**src/rtl/tkac_pkg.sv**
```systemverilog
// Package for the top-K access count table.
// Holds depth constants, beat types, command codes and controller states.
package tkac_pkg;

   localparam int TableDepth = 16;
   localparam int IdxW       = $clog2(TableDepth);
   localparam int TotW       = $clog2(TableDepth + 1);
   localparam int OccW       = 5;

   localparam logic [1:0] KIND_OFFER   = 2'd0;
   localparam logic [1:0] KIND_UPDATE  = 2'd1;
   localparam logic [1:0] KIND_DEQUEUE = 2'd2;

   localparam logic [1:0] STAT_DONE     = 2'd0;
   localparam logic [1:0] STAT_EMPTY    = 2'd1;
   localparam logic [1:0] STAT_REJECTED = 2'd2;

   typedef struct packed {
      logic [1:0]  kind;
      logic [31:0] block_number;
      logic [30:0] access_count;
   } req_type;

   typedef struct packed {
      logic [31:0]     head_block;
      logic [1:0]      status;
      logic            hit;
      logic [OccW-1:0] occupancy;
   } rsp_type;

   typedef enum logic [3:0] {
      ST_IDLE,
      ST_DECIDE,
      ST_SEARCH,
      ST_SEARCH_WAIT,
      ST_BUB_READ,
      ST_BUB_WAIT,
      ST_BUB_CMP,
      ST_DEQ_WAIT,
      ST_RESPOND
   } state_type;

   // controller to datapath
   typedef struct packed {
      logic latch_req;
      logic load_tail;      // pos := total-1 (replace) or total (insert)
      logic insert;         // total++ as pos is loaded, before the new entry is written
      logic write_new;      // write the request beat at pos
      logic pos_clear;      // pos := 0 for search
      logic pos_inc;
      logic read_pos;       // read entries at pos
      logic read_pair;      // read entries at pos and pos-1
      logic write_hit;      // store new count at pos
      logic swap;           // swap pos and pos-1, pos--
      logic read_head;
      logic dequeue;
      logic set_hit;
      logic set_status_empty;
      logic set_status_rej;
      logic respond;
   } cmd_type;

   // datapath to controller
   typedef struct packed {
      logic [1:0] kind;
      logic full;
      logic empty;
      logic tail_cmp_gt;   // new count larger than tail count
      logic search_end;    // pos reached total
      logic match;         // entry at pos holds the block
      logic pos_zero;
      logic pair_gt;       // count at pos larger than count at pos-1
   } sts_type;

endpackage

```
**src/rtl/top_k_access_count_table_top.sv**
```systemverilog
// Top level of the top-K access count table.
// Depends on tkac_pkg, tkac_ctrl and tkac_datapath.
//
// Keeps up to 16 (block, count) entries sorted by count, head first, in two
// small RAMs arranged as a ring. Raise start with a request beat while busy is
// low; busy then stays high until the one response beat, shown for a single
// cycle with rsp_strobe high. The receiver cannot stall, so capture it then.
// The time per item is set by the sequencer walking the RAM, and it differs
// for dequeue and for an offer into an empty table, with room, rejected or
// replacing the tail. An update first searches the entries one by one, and
// each swap toward the head adds to the time; the longest case is an update
// that misses on a full table and rises to the head.
// No clearing pass is needed after reset.
module top_k_access_count_table_top (
   input  logic              clock,
   input  logic              reset,
   input  logic              start,
   output logic              busy,
   input  tkac_pkg::req_type req_beat,
   output logic              rsp_strobe,
   output tkac_pkg::rsp_type rsp_beat
);

   tkac_pkg::cmd_type cmd;
   tkac_pkg::sts_type sts;

   // sequence the search and bubble passes
   tkac_ctrl u_ctrl (
      .clock, .reset, .start, .busy, .strobe(rsp_strobe), .sts, .cmd
   );

   // hold entries, ring pointers and the response beat
   tkac_datapath u_dp (
      .clock, .reset, .req_beat, .cmd, .sts, .rsp_beat
   );

endmodule

```
**src/rtl/tkac_ram.sv**
```systemverilog
// Generic single-write, dual-read RAM with registered read data.
// No package dependency.
module tkac_ram #(
   parameter int Width = 32,
   parameter int Depth = 16
) (
   input  logic                     clock,
   input  logic                     wr_en,
   input  logic [$clog2(Depth)-1:0] wr_addr,
   input  logic [Width-1:0]         wr_data,
   input  logic [$clog2(Depth)-1:0] rd_addr_a,
   input  logic [$clog2(Depth)-1:0] rd_addr_b,
   output logic [Width-1:0]         rd_data_a,
   output logic [Width-1:0]         rd_data_b
);

   logic [Width-1:0] mem_ff [Depth];

   always_ff @(posedge clock) begin
      if (wr_en) begin
         mem_ff[wr_addr] <= wr_data;
      end
      rd_data_a <= mem_ff[rd_addr_a];
      rd_data_b <= mem_ff[rd_addr_b];
   end

endmodule

```
**src/rtl/tkac_datapath.sv**
```systemverilog
// Datapath of the top-K table: entry memories, ring pointers, result register.
// Depends on tkac_pkg and tkac_ram.
module tkac_datapath (
   input  logic             clock,
   input  logic             reset,
   input  tkac_pkg::req_type req_beat,
   input  tkac_pkg::cmd_type cmd,
   output tkac_pkg::sts_type sts,
   output tkac_pkg::rsp_type rsp_beat
);

   localparam int IdxW = tkac_pkg::IdxW;
   localparam int TotW = tkac_pkg::TotW;

   tkac_pkg::req_type    req_ff;
   logic [IdxW-1:0]      head_ff, head_in;
   logic [TotW-1:0]      total_ff, total_in;
   logic [TotW-1:0]      pos_ff, pos_in;
   tkac_pkg::rsp_type    rsp_ff, rsp_in;

   // datapath-side swap buffer: second read port doubles as pos-1
   logic [IdxW-1:0] slot_pos, slot_prev, rd_a, rd_b, wr_addr;
   logic [31:0]     blk_a, blk_b, blk_wr;
   logic [30:0]     cnt_a, cnt_b, cnt_wr;
   logic            wr_en;
   // second write for a swap happens the cycle after
   logic            swap2_ff;
   logic [IdxW-1:0] swap2_addr_ff;
   logic [31:0]     swap2_blk_ff;
   logic [30:0]     swap2_cnt_ff;

   function automatic logic [IdxW-1:0] ring(input logic [IdxW-1:0] h,
                                            input logic [TotW-1:0] p);
      logic [TotW:0] s;
      s = {1'b0, {(TotW-IdxW){1'b0}}, h} + {1'b0, p};
      if (s >= (TotW+1)'(tkac_pkg::TableDepth)) begin
         s = s - (TotW+1)'(tkac_pkg::TableDepth);
      end
      return s[IdxW-1:0];
   endfunction

   assign slot_pos  = ring(head_ff, pos_ff);
   assign slot_prev = ring(head_ff, pos_ff - TotW'(1));
   assign rd_a = cmd.read_head ? head_ff : slot_pos;
   assign rd_b = slot_prev;

   always_comb begin
      wr_en   = 1'b0;
      wr_addr = slot_pos;
      blk_wr  = req_ff.block_number;
      cnt_wr  = req_ff.access_count;
      if (swap2_ff) begin
         wr_en   = 1'b1;
         wr_addr = swap2_addr_ff;
         blk_wr  = swap2_blk_ff;
         cnt_wr  = swap2_cnt_ff;
      end else if (cmd.write_new) begin
         wr_en = 1'b1;
      end else if (cmd.write_hit) begin
         wr_en  = 1'b1;
         blk_wr = blk_a;
      end else if (cmd.swap) begin
         wr_en   = 1'b1;
         wr_addr = slot_prev;
         blk_wr  = blk_a;
         cnt_wr  = cnt_a;
      end
   end

   tkac_ram #(.Width(32), .Depth(tkac_pkg::TableDepth)) u_blk_ram (
      .clock, .wr_en, .wr_addr, .wr_data(blk_wr),
      .rd_addr_a(rd_a), .rd_addr_b(rd_b), .rd_data_a(blk_a), .rd_data_b(blk_b)
   );
   tkac_ram #(.Width(31), .Depth(tkac_pkg::TableDepth)) u_cnt_ram (
      .clock, .wr_en, .wr_addr, .wr_data(cnt_wr),
      .rd_addr_a(rd_a), .rd_addr_b(rd_b), .rd_data_a(cnt_a), .rd_data_b(cnt_b)
   );

   always_comb begin
      head_in  = head_ff;
      total_in = total_ff;
      pos_in   = pos_ff;
      rsp_in   = rsp_ff;
      if (cmd.latch_req) begin
         rsp_in = '0;
      end
      if (cmd.load_tail) begin
         pos_in = cmd.insert ? total_ff : total_ff - TotW'(1);
      end
      if (cmd.insert) begin
         total_in = total_ff + TotW'(1);
      end
      if (cmd.pos_clear) begin
         pos_in = '0;
      end
      if (cmd.pos_inc) begin
         pos_in = pos_ff + TotW'(1);
      end
      if (cmd.swap) begin
         pos_in = pos_ff - TotW'(1);
      end
      if (cmd.dequeue) begin
         rsp_in.head_block = blk_a;
         head_in  = ring(head_ff, TotW'(1));
         total_in = total_ff - TotW'(1);
      end
      if (cmd.set_hit) begin
         rsp_in.hit = 1'b1;
      end
      if (cmd.set_status_empty) begin
         rsp_in.status = tkac_pkg::STAT_EMPTY;
      end
      if (cmd.set_status_rej) begin
         rsp_in.status = tkac_pkg::STAT_REJECTED;
      end
      rsp_in.occupancy = tkac_pkg::OccW'(total_in);
   end

   always_ff @(posedge clock) begin
      if (reset) begin
         head_ff  <= '0;
         total_ff <= '0;
         swap2_ff <= 1'b0;
      end else begin
         head_ff  <= head_in;
         total_ff <= total_in;
         swap2_ff <= cmd.swap;
      end
      pos_ff        <= pos_in;
      rsp_ff        <= rsp_in;
      swap2_addr_ff <= slot_pos;
      swap2_blk_ff  <= blk_b;
      swap2_cnt_ff  <= cnt_b;
      if (cmd.latch_req) begin
         req_ff <= req_beat;
      end
   end

   assign sts.kind        = req_ff.kind;
   assign sts.full        = total_ff >= TotW'(tkac_pkg::TableDepth);
   assign sts.empty       = total_ff == '0;
   assign sts.tail_cmp_gt = req_ff.access_count > cnt_a;
   assign sts.search_end  = pos_ff >= total_ff;
   assign sts.match       = blk_a == req_ff.block_number;
   assign sts.pos_zero    = pos_ff == '0;
   assign sts.pair_gt     = cnt_a > cnt_b;
   assign rsp_beat        = rsp_ff;

endmodule

```
**src/rtl/tkac_ctrl.sv**
```systemverilog
// Controller state machine of the top-K table.
// Depends on tkac_pkg.
module tkac_ctrl (
   input  logic              clock,
   input  logic              reset,
   input  logic              start,
   output logic              busy,
   output logic              strobe,
   input  tkac_pkg::sts_type sts,
   output tkac_pkg::cmd_type cmd
);

   tkac_pkg::state_type state_ff, state_in;
   logic tail_rd_ff, tail_rd_in;  // decide: tail read outstanding
   logic pending_new_ff, pending_new_in;

   always_comb begin
      state_in   = state_ff;
      tail_rd_in = tail_rd_ff;
      unique case (state_ff)
         tkac_pkg::ST_IDLE:
            if (start) begin
               state_in   = tkac_pkg::ST_DECIDE;
               tail_rd_in = 1'b0;
            end
         tkac_pkg::ST_DECIDE:
            priority case (sts.kind)
               tkac_pkg::KIND_OFFER:
                  if (!sts.full) begin
                     state_in = tkac_pkg::ST_BUB_READ;
                  end else if (!tail_rd_ff) begin
                     tail_rd_in = 1'b1;    // pos at tail, wait for the tail read
                  end else begin
                     state_in = tkac_pkg::ST_SEARCH_WAIT;
                  end
               tkac_pkg::KIND_UPDATE:  state_in = tkac_pkg::ST_SEARCH;
               tkac_pkg::KIND_DEQUEUE:
                  state_in = sts.empty ? tkac_pkg::ST_RESPOND : tkac_pkg::ST_DEQ_WAIT;
               default:                state_in = tkac_pkg::ST_RESPOND;
            endcase
         tkac_pkg::ST_SEARCH:
            // only update uses this state; offer goes straight to SEARCH_WAIT
            state_in = sts.search_end ? tkac_pkg::ST_BUB_READ : tkac_pkg::ST_SEARCH_WAIT;
         tkac_pkg::ST_SEARCH_WAIT:
            if (sts.kind == tkac_pkg::KIND_OFFER) begin
               state_in = sts.tail_cmp_gt ? tkac_pkg::ST_BUB_READ : tkac_pkg::ST_RESPOND;
            end else begin
               state_in = sts.match ? tkac_pkg::ST_BUB_READ : tkac_pkg::ST_SEARCH;
            end
         tkac_pkg::ST_BUB_READ:
            state_in = sts.pos_zero ? tkac_pkg::ST_RESPOND : tkac_pkg::ST_BUB_WAIT;
         tkac_pkg::ST_BUB_WAIT: state_in = tkac_pkg::ST_BUB_CMP;
         tkac_pkg::ST_BUB_CMP:
            state_in = sts.pair_gt ? tkac_pkg::ST_BUB_READ : tkac_pkg::ST_RESPOND;
         tkac_pkg::ST_DEQ_WAIT: state_in = tkac_pkg::ST_RESPOND;
         tkac_pkg::ST_RESPOND:  state_in = tkac_pkg::ST_IDLE;
         default:               state_in = tkac_pkg::ST_IDLE;
      endcase
   end

   // Outputs. Writes land in BUB_READ entry so the following read sees them.
   always_comb begin
      cmd    = '0;
      busy   = state_ff != tkac_pkg::ST_IDLE;
      strobe = state_ff == tkac_pkg::ST_RESPOND;
      unique case (state_ff)
         tkac_pkg::ST_IDLE: cmd.latch_req = start;
         tkac_pkg::ST_DECIDE:
            priority case (sts.kind)
               tkac_pkg::KIND_OFFER: begin
                  // non-full: insert at tail now; full: point at tail and read
                  cmd.load_tail = !tail_rd_ff;
                  cmd.insert    = !sts.full;
                  cmd.read_pos  = 1'b1;
               end
               tkac_pkg::KIND_UPDATE:  cmd.pos_clear = 1'b1;
               tkac_pkg::KIND_DEQUEUE: begin
                  cmd.set_status_empty = sts.empty;
                  cmd.read_head        = 1'b1;
               end
               default: ;
            endcase
         tkac_pkg::ST_SEARCH: begin
            cmd.read_pos = 1'b1;
            if (sts.search_end) begin
               cmd.load_tail = 1'b1;
               cmd.insert    = !sts.full;
            end
         end
         tkac_pkg::ST_SEARCH_WAIT:
            if (sts.kind == tkac_pkg::KIND_OFFER) begin
               cmd.set_status_rej = !sts.tail_cmp_gt;
            end else if (sts.match) begin
               cmd.write_hit = 1'b1;
               cmd.set_hit   = 1'b1;
            end else begin
               cmd.pos_inc = 1'b1;
            end
         tkac_pkg::ST_BUB_READ: cmd.read_pair = 1'b1;
         tkac_pkg::ST_BUB_WAIT: cmd.read_pair = 1'b1;
         tkac_pkg::ST_BUB_CMP:  cmd.swap = sts.pair_gt;
         tkac_pkg::ST_DEQ_WAIT: cmd.dequeue = 1'b1;
         tkac_pkg::ST_RESPOND:  cmd.respond = 1'b1;
         default: ;
      endcase
      // the new entry is written on the first bubble read after a load
      if (state_ff == tkac_pkg::ST_BUB_READ && pending_new_ff) begin
         cmd.write_new = 1'b1;
      end
   end

   always_comb begin
      pending_new_in = pending_new_ff;
      if (cmd.load_tail && state_ff == tkac_pkg::ST_SEARCH) pending_new_in = 1'b1;
      if (state_ff == tkac_pkg::ST_DECIDE && sts.kind == tkac_pkg::KIND_OFFER
          && !sts.full) pending_new_in = 1'b1;
      if (state_ff == tkac_pkg::ST_SEARCH_WAIT && sts.kind == tkac_pkg::KIND_OFFER
          && sts.tail_cmp_gt) pending_new_in = 1'b1;
      if (state_ff == tkac_pkg::ST_BUB_READ) pending_new_in = 1'b0;
   end

   always_ff @(posedge clock) begin
      if (reset) begin
         state_ff       <= tkac_pkg::ST_IDLE;
         tail_rd_ff     <= 1'b0;
         pending_new_ff <= 1'b0;
      end else begin
         state_ff       <= state_in;
         tail_rd_ff     <= tail_rd_in;
         pending_new_ff <= pending_new_in;
      end
   end

endmodule

```
**config.mk**
```make
export PLATFORM = sky130hd
export DESIGN_NAME = top_k_access_count_table_top
export DESIGN_NICKNAME = d
export VERILOG_FILES = /design/src/rtl/tkac_pkg.sv /design/src/rtl/top_k_access_count_table_top.sv /design/src/rtl/tkac_ram.sv /design/src/rtl/tkac_datapath.sv /design/src/rtl/tkac_ctrl.sv
export SDC_FILE = /design/constraint.sdc
export NUM_CORES = 2
export LEC_CHECK = 0
export BUFFER_PORTS_ARGS = -buffer_cell sky130_fd_sc_hd__buf_2
export CAP_MARGIN = 20
export CORE_MARGIN = 2
export CORE_UTILIZATION = 34
export CTS_CLUSTER_SIZE = 30
export DETAILED_ROUTE_END_ITERATION = 8
export PLACE_DENSITY_LB_ADDON = 0.25
export SYNTH_ARGS = -nofsm -noshare
export SYNTH_HDL_FRONTEND = slang
export SYNTH_SLANG_ARGS = --single-unit
```
**constraint.sdc**
```tcl
create_clock -name clock -period 8.6 [get_ports clock]
set_clock_uncertainty 0.05 [all_clocks]
set_input_delay 1.29 -clock clock [delete_from_list [all_inputs] [get_ports clock]]
set_output_delay 1.29 -clock clock [all_outputs]
set_load 0.05 [all_outputs]
```
== After elaboration in Yosys (flattened, before gate mapping) ==
Memory sizes are Yosys's and may differ from the RTL's. A register that Yosys moved wholly into a read port is not among the register bits.
Index checks and enable logic that the tools add are counted.

* Bits in writable memories: 1008
* Input port bits: 68
* Memories kept: 2
* Bits in registers: 193
* Output and inout bits: 42

{| class="wikitable"
|+ Memory list
! memory !! depth !! width !! rd ports !! clocked after Yosys merged registers in !! wr ports !! RTL line !! text
|-
| u_dp.u_blk_ram.mem_ff || 16 || 32 || 2 || 2 || 1 || tkac_ram.sv:17 || <nowiki>logic [Width-1:0] mem_ff [Depth];</nowiki>
|-
| u_dp.u_cnt_ram.mem_ff || 16 || 31 || 2 || 2 || 1 || tkac_ram.sv:17 ||
|}

* Reduce and logical (&&, ||, !) cells: 22
* Muxes and demuxes: 72
* Equality and inequality tests: 15
* Add/subtract/negate cells: 10
* $lt $le $gt $ge: 7

{| class="wikitable"
|+ Operators with widths
! kind !! count
|-
| $mux 32 || 5
|-
| $mux 31 || 4
|-
| $mux 4 || 16
|-
| $gt 31x31->1 || 2
|-
| $mux 40 || 1
|-
| $mux 5 || 7
|-
| $eq 32x32->1 || 1
|-
| $pmux 4 s8 || 1
|-
| $mux 1 || 30
|-
| $eq 4x3->1 const B || 4
|-
| $add 4x5->6 || 2
|-
| $ge 6x5->1 const B || 2
|-
| $pmux 4 s3 || 1
|-
| $sub 4x1->4 const B || 3
|-
| $add 5x1->5 const B || 2
|-
| $ge 5x5->1 const B || 2
|-
| $logic_not 5->1 || 2
|-
| $sub 5x1->5 const B || 2
|-
| $eq 4x2->1 const B || 2
|-
| $reduce_bool 4->1 || 2
|-
| $logic_and 1x1->1 || 6
|-
| $mux 2 || 3
|-
| $mux 3 || 2
|-
| $reduce_bool 2->1 || 3
|-
| 18 further kinds || 21
|}

== Logic depth before layout (Yosys ltp) ==
* Depth in word-level cells: 9
* Gate-level depth with buffers: 12

== Modules after synthesis ==
Synthesis repeated with hierarchy kept, for this count alone.

* Cell total of the unflattened synthesis: 3187
* Area, all modules: 58119.5 µm²

{| class="wikitable"
|+ By module, submodules not included
! module !! sequential area each (µm²) !! times used !! area each (µm²) !! cells an instance
|-
| tkac_ram at u_dp.u_blk_ram || 16656.0 || 1 || 24203.2 || 1141
|-
| tkac_ram at u_dp.u_cnt_ram || 16135.5 || 1 || 24020.5 || 1105
|-
| tkac_datapath || 4764.6 || 1 || 9320.2 || 864
|-
| tkac_ctrl || 120.1 || 1 || 575.6 || 77
|}

== Least setup slack after synthesis ==
Ideal clock, no wire load.

* Path type: register -> register
* Start: reg u_dp.pos_ff[0]
* End: mem u_dp.u_blk_ram.mem_ff[9][0] (enable)
* Data arrival time: 5.367 ns
* Stages on the path, launching flop included: 11
* Slack: 2.698 ns
* Cell sequence: edfxtp_1 inv_1 ha_1 fa_1 clkbuf_1 clkbuf_1 clkbuf_1 nor2_1 mux2i_1 o211ai_1 nor2_1

* Word-level cells in the longest chain between the ends: 8
* Elaborated cells on any way between the ends: 13

{| class="wikitable"
|+ RTL lines
! element !! RTL line !! text
|-
| from (decl) || tkac_datapath.sv:18 || <nowiki>logic [TotW-1:0] pos_ff, pos_in;</nowiki>
|-
| from (signal assigned) || tkac_datapath.sv:129 || <nowiki>pos_ff <= pos_in;</nowiki>
|-
| $sub 5x1->5 || tkac_datapath.sv:43 || <nowiki>assign slot_prev = ring(head_ff, pos_ff - TotW'(1));</nowiki>
|-
| $add 4x5->6 || tkac_datapath.sv:35 || <nowiki>s = {1'b0, {(TotW-IdxW){1'b0}}, h} + {1'b0, p};</nowiki>
|-
| $ge 6x5->1 or $sub 4x1->4 (tied branches) || tkac_datapath.sv:36, tkac_datapath.sv:37 ||
|-
| $mux 4 || tkac_datapath.sv:36 || <nowiki>if (s >= (TotW+1)'(tkac_pkg::TableDepth)) begin</nowiki>
|-
| $mux 4 || tkac_datapath.sv:62 || <nowiki>end else if (cmd.swap) begin</nowiki>
|-
| $mux 4 || tkac_datapath.sv:59 || <nowiki>end else if (cmd.write_hit) begin</nowiki>
|-
| $mux 4 * || tkac_datapath.sv:57 || <nowiki>end else if (cmd.write_new) begin</nowiki>
|-
| $mux 4 * || tkac_datapath.sv:52 || <nowiki>if (swap2_ff) begin</nowiki>
|-
| to (decl) || tkac_ram.sv:17 ||
|}

Mark *: on every way between the ends. The rest lies on a longest branch, timed or not.

== Final worst setup path ==
* Start: reg u_dp.u_cnt_ram.rd_data_b[26], read port of u_dp.u_cnt_ram.mem_ff
* End: mem u_dp.u_blk_ram.mem_ff[12][20] (enable)

* Word-level cells in the longest chain between the ends: 8
* Elaborated cells on any way between the ends: 12

{| class="wikitable"
|+ RTL lines
! element !! RTL line !! text
|-
| from (decl) || tkac_ram.sv:14 || <nowiki>output logic [Width-1:0] rd_data_b</nowiki>
|-
| $gt 31x31->1 * || tkac_datapath.sv:146 || <nowiki>assign sts.pair_gt = cnt_a > cnt_b;</nowiki>
|-
| $mux 1 * || tkac_ctrl.sv:66 || <nowiki>unique case (state_ff)</nowiki>
|-
| $mux 1 || tkac_datapath.sv:62 ||
|-
| $mux 1 || tkac_datapath.sv:59 ||
|-
| $mux 1 || tkac_datapath.sv:57 ||
|-
| $mux 1 || tkac_datapath.sv:52 ||
|-
| $mux 1 || tkac_ram.sv:20 || <nowiki>if (wr_en) begin</nowiki>
|-
| $mux 1 (implied by the code) || tkac_ram.sv:21 || <nowiki>mem_ff[wr_addr] <= wr_data;</nowiki>
|}

Marked as above.

==> impl_metrics.tcl <==
set metrics [dict create \
    status "complete, no violations" \
    vias_per_cell 5.40 \
    layout-drive-gt1-share_pct 26.5 \
    areaGrowthSynthToFinish_pct 14.0 \
    root_buffer "clkbuf_16" \
    syn_area_mm2 0.0585 \
    synth-edff-count 1110 \
    final_nets 3646 \
    synth_top_area_share_pct 57.0 \
    die_h_um 419 \
    io-pin-count 110 \
    cts_resized 0 \
    required_ps 8950 \
    seq_area_mm2 0.0377 \
    max_cap_viol_count 0 \
    grt_remaining_overflow 0 \
    period_minus_slack_ps 5460 \
    initial_core_util_pct 34.2 \
    max_freq_mhz 183 \
    dp_cells 5576 \
    antenna_found_initial 5 \
    nFillCells 15500 \
    dp_hpwl_um 87100 \
    peakVddDrop_v 0.000341 \
    ys.flop_type "edfxtp_1" \
    num_rows 152 \
    timing_hold_violations_final 0 \
    arrival_ps 5810 \
    cp_max_fo 26 \
    cts_tree "done" \
    cts_made_buffers 142 \
    core_region_area_mm2 0.171 \
    portBuffers 109 \
    track_usage_pct 17.7 \
    holdWs_ps 275 \
    grt_max_degree 144 \
    wl_per_cell_um 26.5 \
    ff2ff_path_depth 11 \
    ant_nets 0 \
    worst_setup_path_end_kind "register" \
    cts_max_path_buffers 3 \
    hold_class "reg -> reg" \
    tightest_slew_ps 1300 \
    finalSetupViolations 0 \
    die_area_mm2 0.175 \
    ys_ff_latch 1327 \
    synth_top_cell_by_area "edfxtp_1" \
    start_kind "register" \
    wl_um 155000 \
    grt_pass1_wl_um 227000 \
    fin_setup_tns_ps 0 \
    slew_headroom_pct 13.4 \
    min_path_cells 0 \
    drc_errors 0 \
    numClockSinks 1327 \
    ys_seq_area_share_pct 64.4 \
    multiInputGateArea_mm2 0.0198 \
    place_congestion 0.811 \
    timing.final.crit_share_pct 63.5 \
    firstDrtPassIters 7 \
    final_cells 5846 \
    initialDrtViolationCount 2552 \
    crit_type "reg -> reg" \
    synth_fp_nets 3501 \
    clk_pin_slew_ps 60 \
    power.density_mw_per_mm2 344 \
    rsz0062_at_grt "false" \
    post-cts-setup-buffers 0 \
    synth_area_leaders "edfxtp_1 (57%), mux4_2 (19%), dfxtp_1 (7.4%)" \
    syn_area_per_cell_um2 17.4 \
    final_util_pct 39.0 \
    cts_max_level 4 \
    synthCells 3352 \
    ys_async_sr_fraction_pct 0 \
    finalMaxSlewViolations 0 \
    yosysUniqueCellTypes 63 \
    cts_hold_buffers 0 \
    ys_warn_count 0 \
    insertion_delay_ps 780 \
    num_vias 31600 \
    grt_pass1_vias 33300 \
    die_w_um 419 \
    leakage_nw 22.9 \
]
==> layer usage <==
metal	share of wire, %	track usage (%)
met5	0.017	0
met4	2.1	4.58
met3	4.3	2.51
met2	50	30.3
met1	43	23.7
==> power by group <==
| group | total, mW | switching, mW | internal, mW | leakage [nW] |
|---|---|---|---|---|
| clock | 6.18 | 2.51 | 3.67 | 2.31 |
| combinational | 7.88 | 4.68 | 3.19 | 8.66 |
| sequential | 8.88 | 0.475 | 8.40 | 11.9 |
| total | 22.9 | 7.67 | 15.3 | 22.9 |
==> through the flow <==
| stage | area, um2 | worst slack (ps) | total power [mW] |
|---|---|---|---|
| 2_1_floorplan | 58500 | 2700 | 14.4 |
| 3_3_place_gp | 61900 | 3140 | 17.0 |
| 3_5_place_dp | 61900 | 3110 | 17.0 |
| 4_1_cts | 66600 | 3120 | 23.2 |
| 5_1_grt | 66700 | 2830 | 24.0 |
| 6_report | 66700 | 3140 | 22.9 |
==> cells in the final DEF, fill, tap and decap left out, types with 6 or more instances in the layout <==
cell / instances
nor2_1: 51
nand2b_1: 6
nor2b_1: 12
nor3_1: 8
nor4_1: 13
buf_2: 109
nand4_1: 20
dfxtp_1: 216
edfxtp_1: 1110
buf_4: 86
a31oi_1: 68
a21oi_1: 68
clkinv_1: 24
clkbuf_8: 8
o21ai_0: 35
o21ai_1: 37
and2_1: 36
buf_12: 13
clkinv_2: 23
mux4_2: 504
nand2_1: 346
clkbuf_1: 31
clkbuf_16: 152
xnor2_1: 10
nand3_1: 10
xor2_1: 38
nor2_4: 16
a21o_1: 18
and3_1: 68
inv_1: 80
ha_1: 78
bufinv_16: 13
mux2i_1: 222
==> synth_stat cells (all sizes together) (2+ instances only) <==
library cell / number
a221oi: 4
edfxtp: 1110
mux2i: 225
nand2: 348
a31oi: 68
inv: 81
a21oi: 71
a41oi: 2
and2: 36
o211ai: 4
o22ai: 2
mux4: 504
nor4b: 3
clkbuf: 111
and3: 69
xnor2: 12
nor2b: 12
o221ai: 2
nand3: 10
o21ai: 72
a211oi: 4
nor2: 67
a31o: 2
ha: 79
nand4: 20
a21o: 18
nor3: 9
o2bb2ai: 3
nor4: 14
xor2: 40
a211o: 2
a22oi: 3
o31ai: 2
nand2b: 7
nand3b: 5
dfxtp: 217
fa: 2
a21bo: 2
buf: 96
==> kinds of logic (layout without fill, tap and decap cells) <==
group,count (synthesis),after routing,share of synthesized area [%]
buffers and inverters,288,548,2.24
multiplexers,729,729,23.3
flip-flops,1327,1327,64.4
other,0,1,0
AO/OA/AOI/OAI,271,271,2.79
adder cells (fa/ha/maj),81,81,1.76
AND/OR/NAND/NOR,604,604,4.74
XOR/XNOR,52,52,0.779
==> critical path, cell delays in order (launching register included) <==
cell and delay [ps]:
dfxtp_1 320, inv_1 50, ha_1 320, a21oi_1 130, o21ai_0 160, a22oi_1 550
nand4_1 660, nand2_4 470, mux2i_1 370, o211ai_1 390, nor2_4 930, buf_4 630
==> flip-flops by register name (all words and copies together) (netlist names) <==
signal / count
u_ctrl.pending_new_ff: 1
u_ctrl.state_ff: 4
u_ctrl.tail_rd_ff: 1
u_dp.head_ff: 4
u_dp.pos_ff: 5
u_dp.req_ff: 63
u_dp.rsp_beat: 40
u_dp.sts: 2
u_dp.swap2_addr_ff: 4
u_dp.swap2_blk_ff: 32
u_dp.swap2_cnt_ff: 31
u_dp.swap2_ff: 1
u_dp.total_ff: 5
u_dp.u_blk_ram.mem_ff: 512
u_dp.u_blk_ram.rd_data_a: 32
u_dp.u_blk_ram.rd_data_b: 32
u_dp.u_cnt_ram.mem_ff: 496
u_dp.u_cnt_ram.rd_data_a: 31
u_dp.u_cnt_ram.rd_data_b: 31
==> cell type report <==
cell class / instances / share of cell area, %
flip-flops and latches: 1327 / 56.5
inverters: 81 / 0.458
well taps: 2233 / 4.19
clock buffers: 191 / 6.04
diodes: 1 / 0.00375
clock inverters: 68 / 1.01
repair buffers: 208 / 2.18
multi-input cells: 1737 / 29.6
==> final timing paths <==
| path | startpoint | endpoint | slack (ps) |
|---|---|---|---|
| hold / removal | u_dp.u_blk_ram.rd_data_b[10] | u_dp.swap2_blk_ff[10] | 280 |
| hold reg to reg | u_dp.u_blk_ram.rd_data_b[10] | u_dp.swap2_blk_ff[10] | 280 |
| setup reg to reg | u_dp.u_cnt_ram.rd_data_b[26] | u_dp.u_blk_ram.mem_ff[12][20] | 3140 |
| setup / recovery | u_dp.u_cnt_ram.rd_data_b[26] | u_dp.u_blk_ram.mem_ff[12][20] | 3140 |
(Power assumes the default switching activity.)
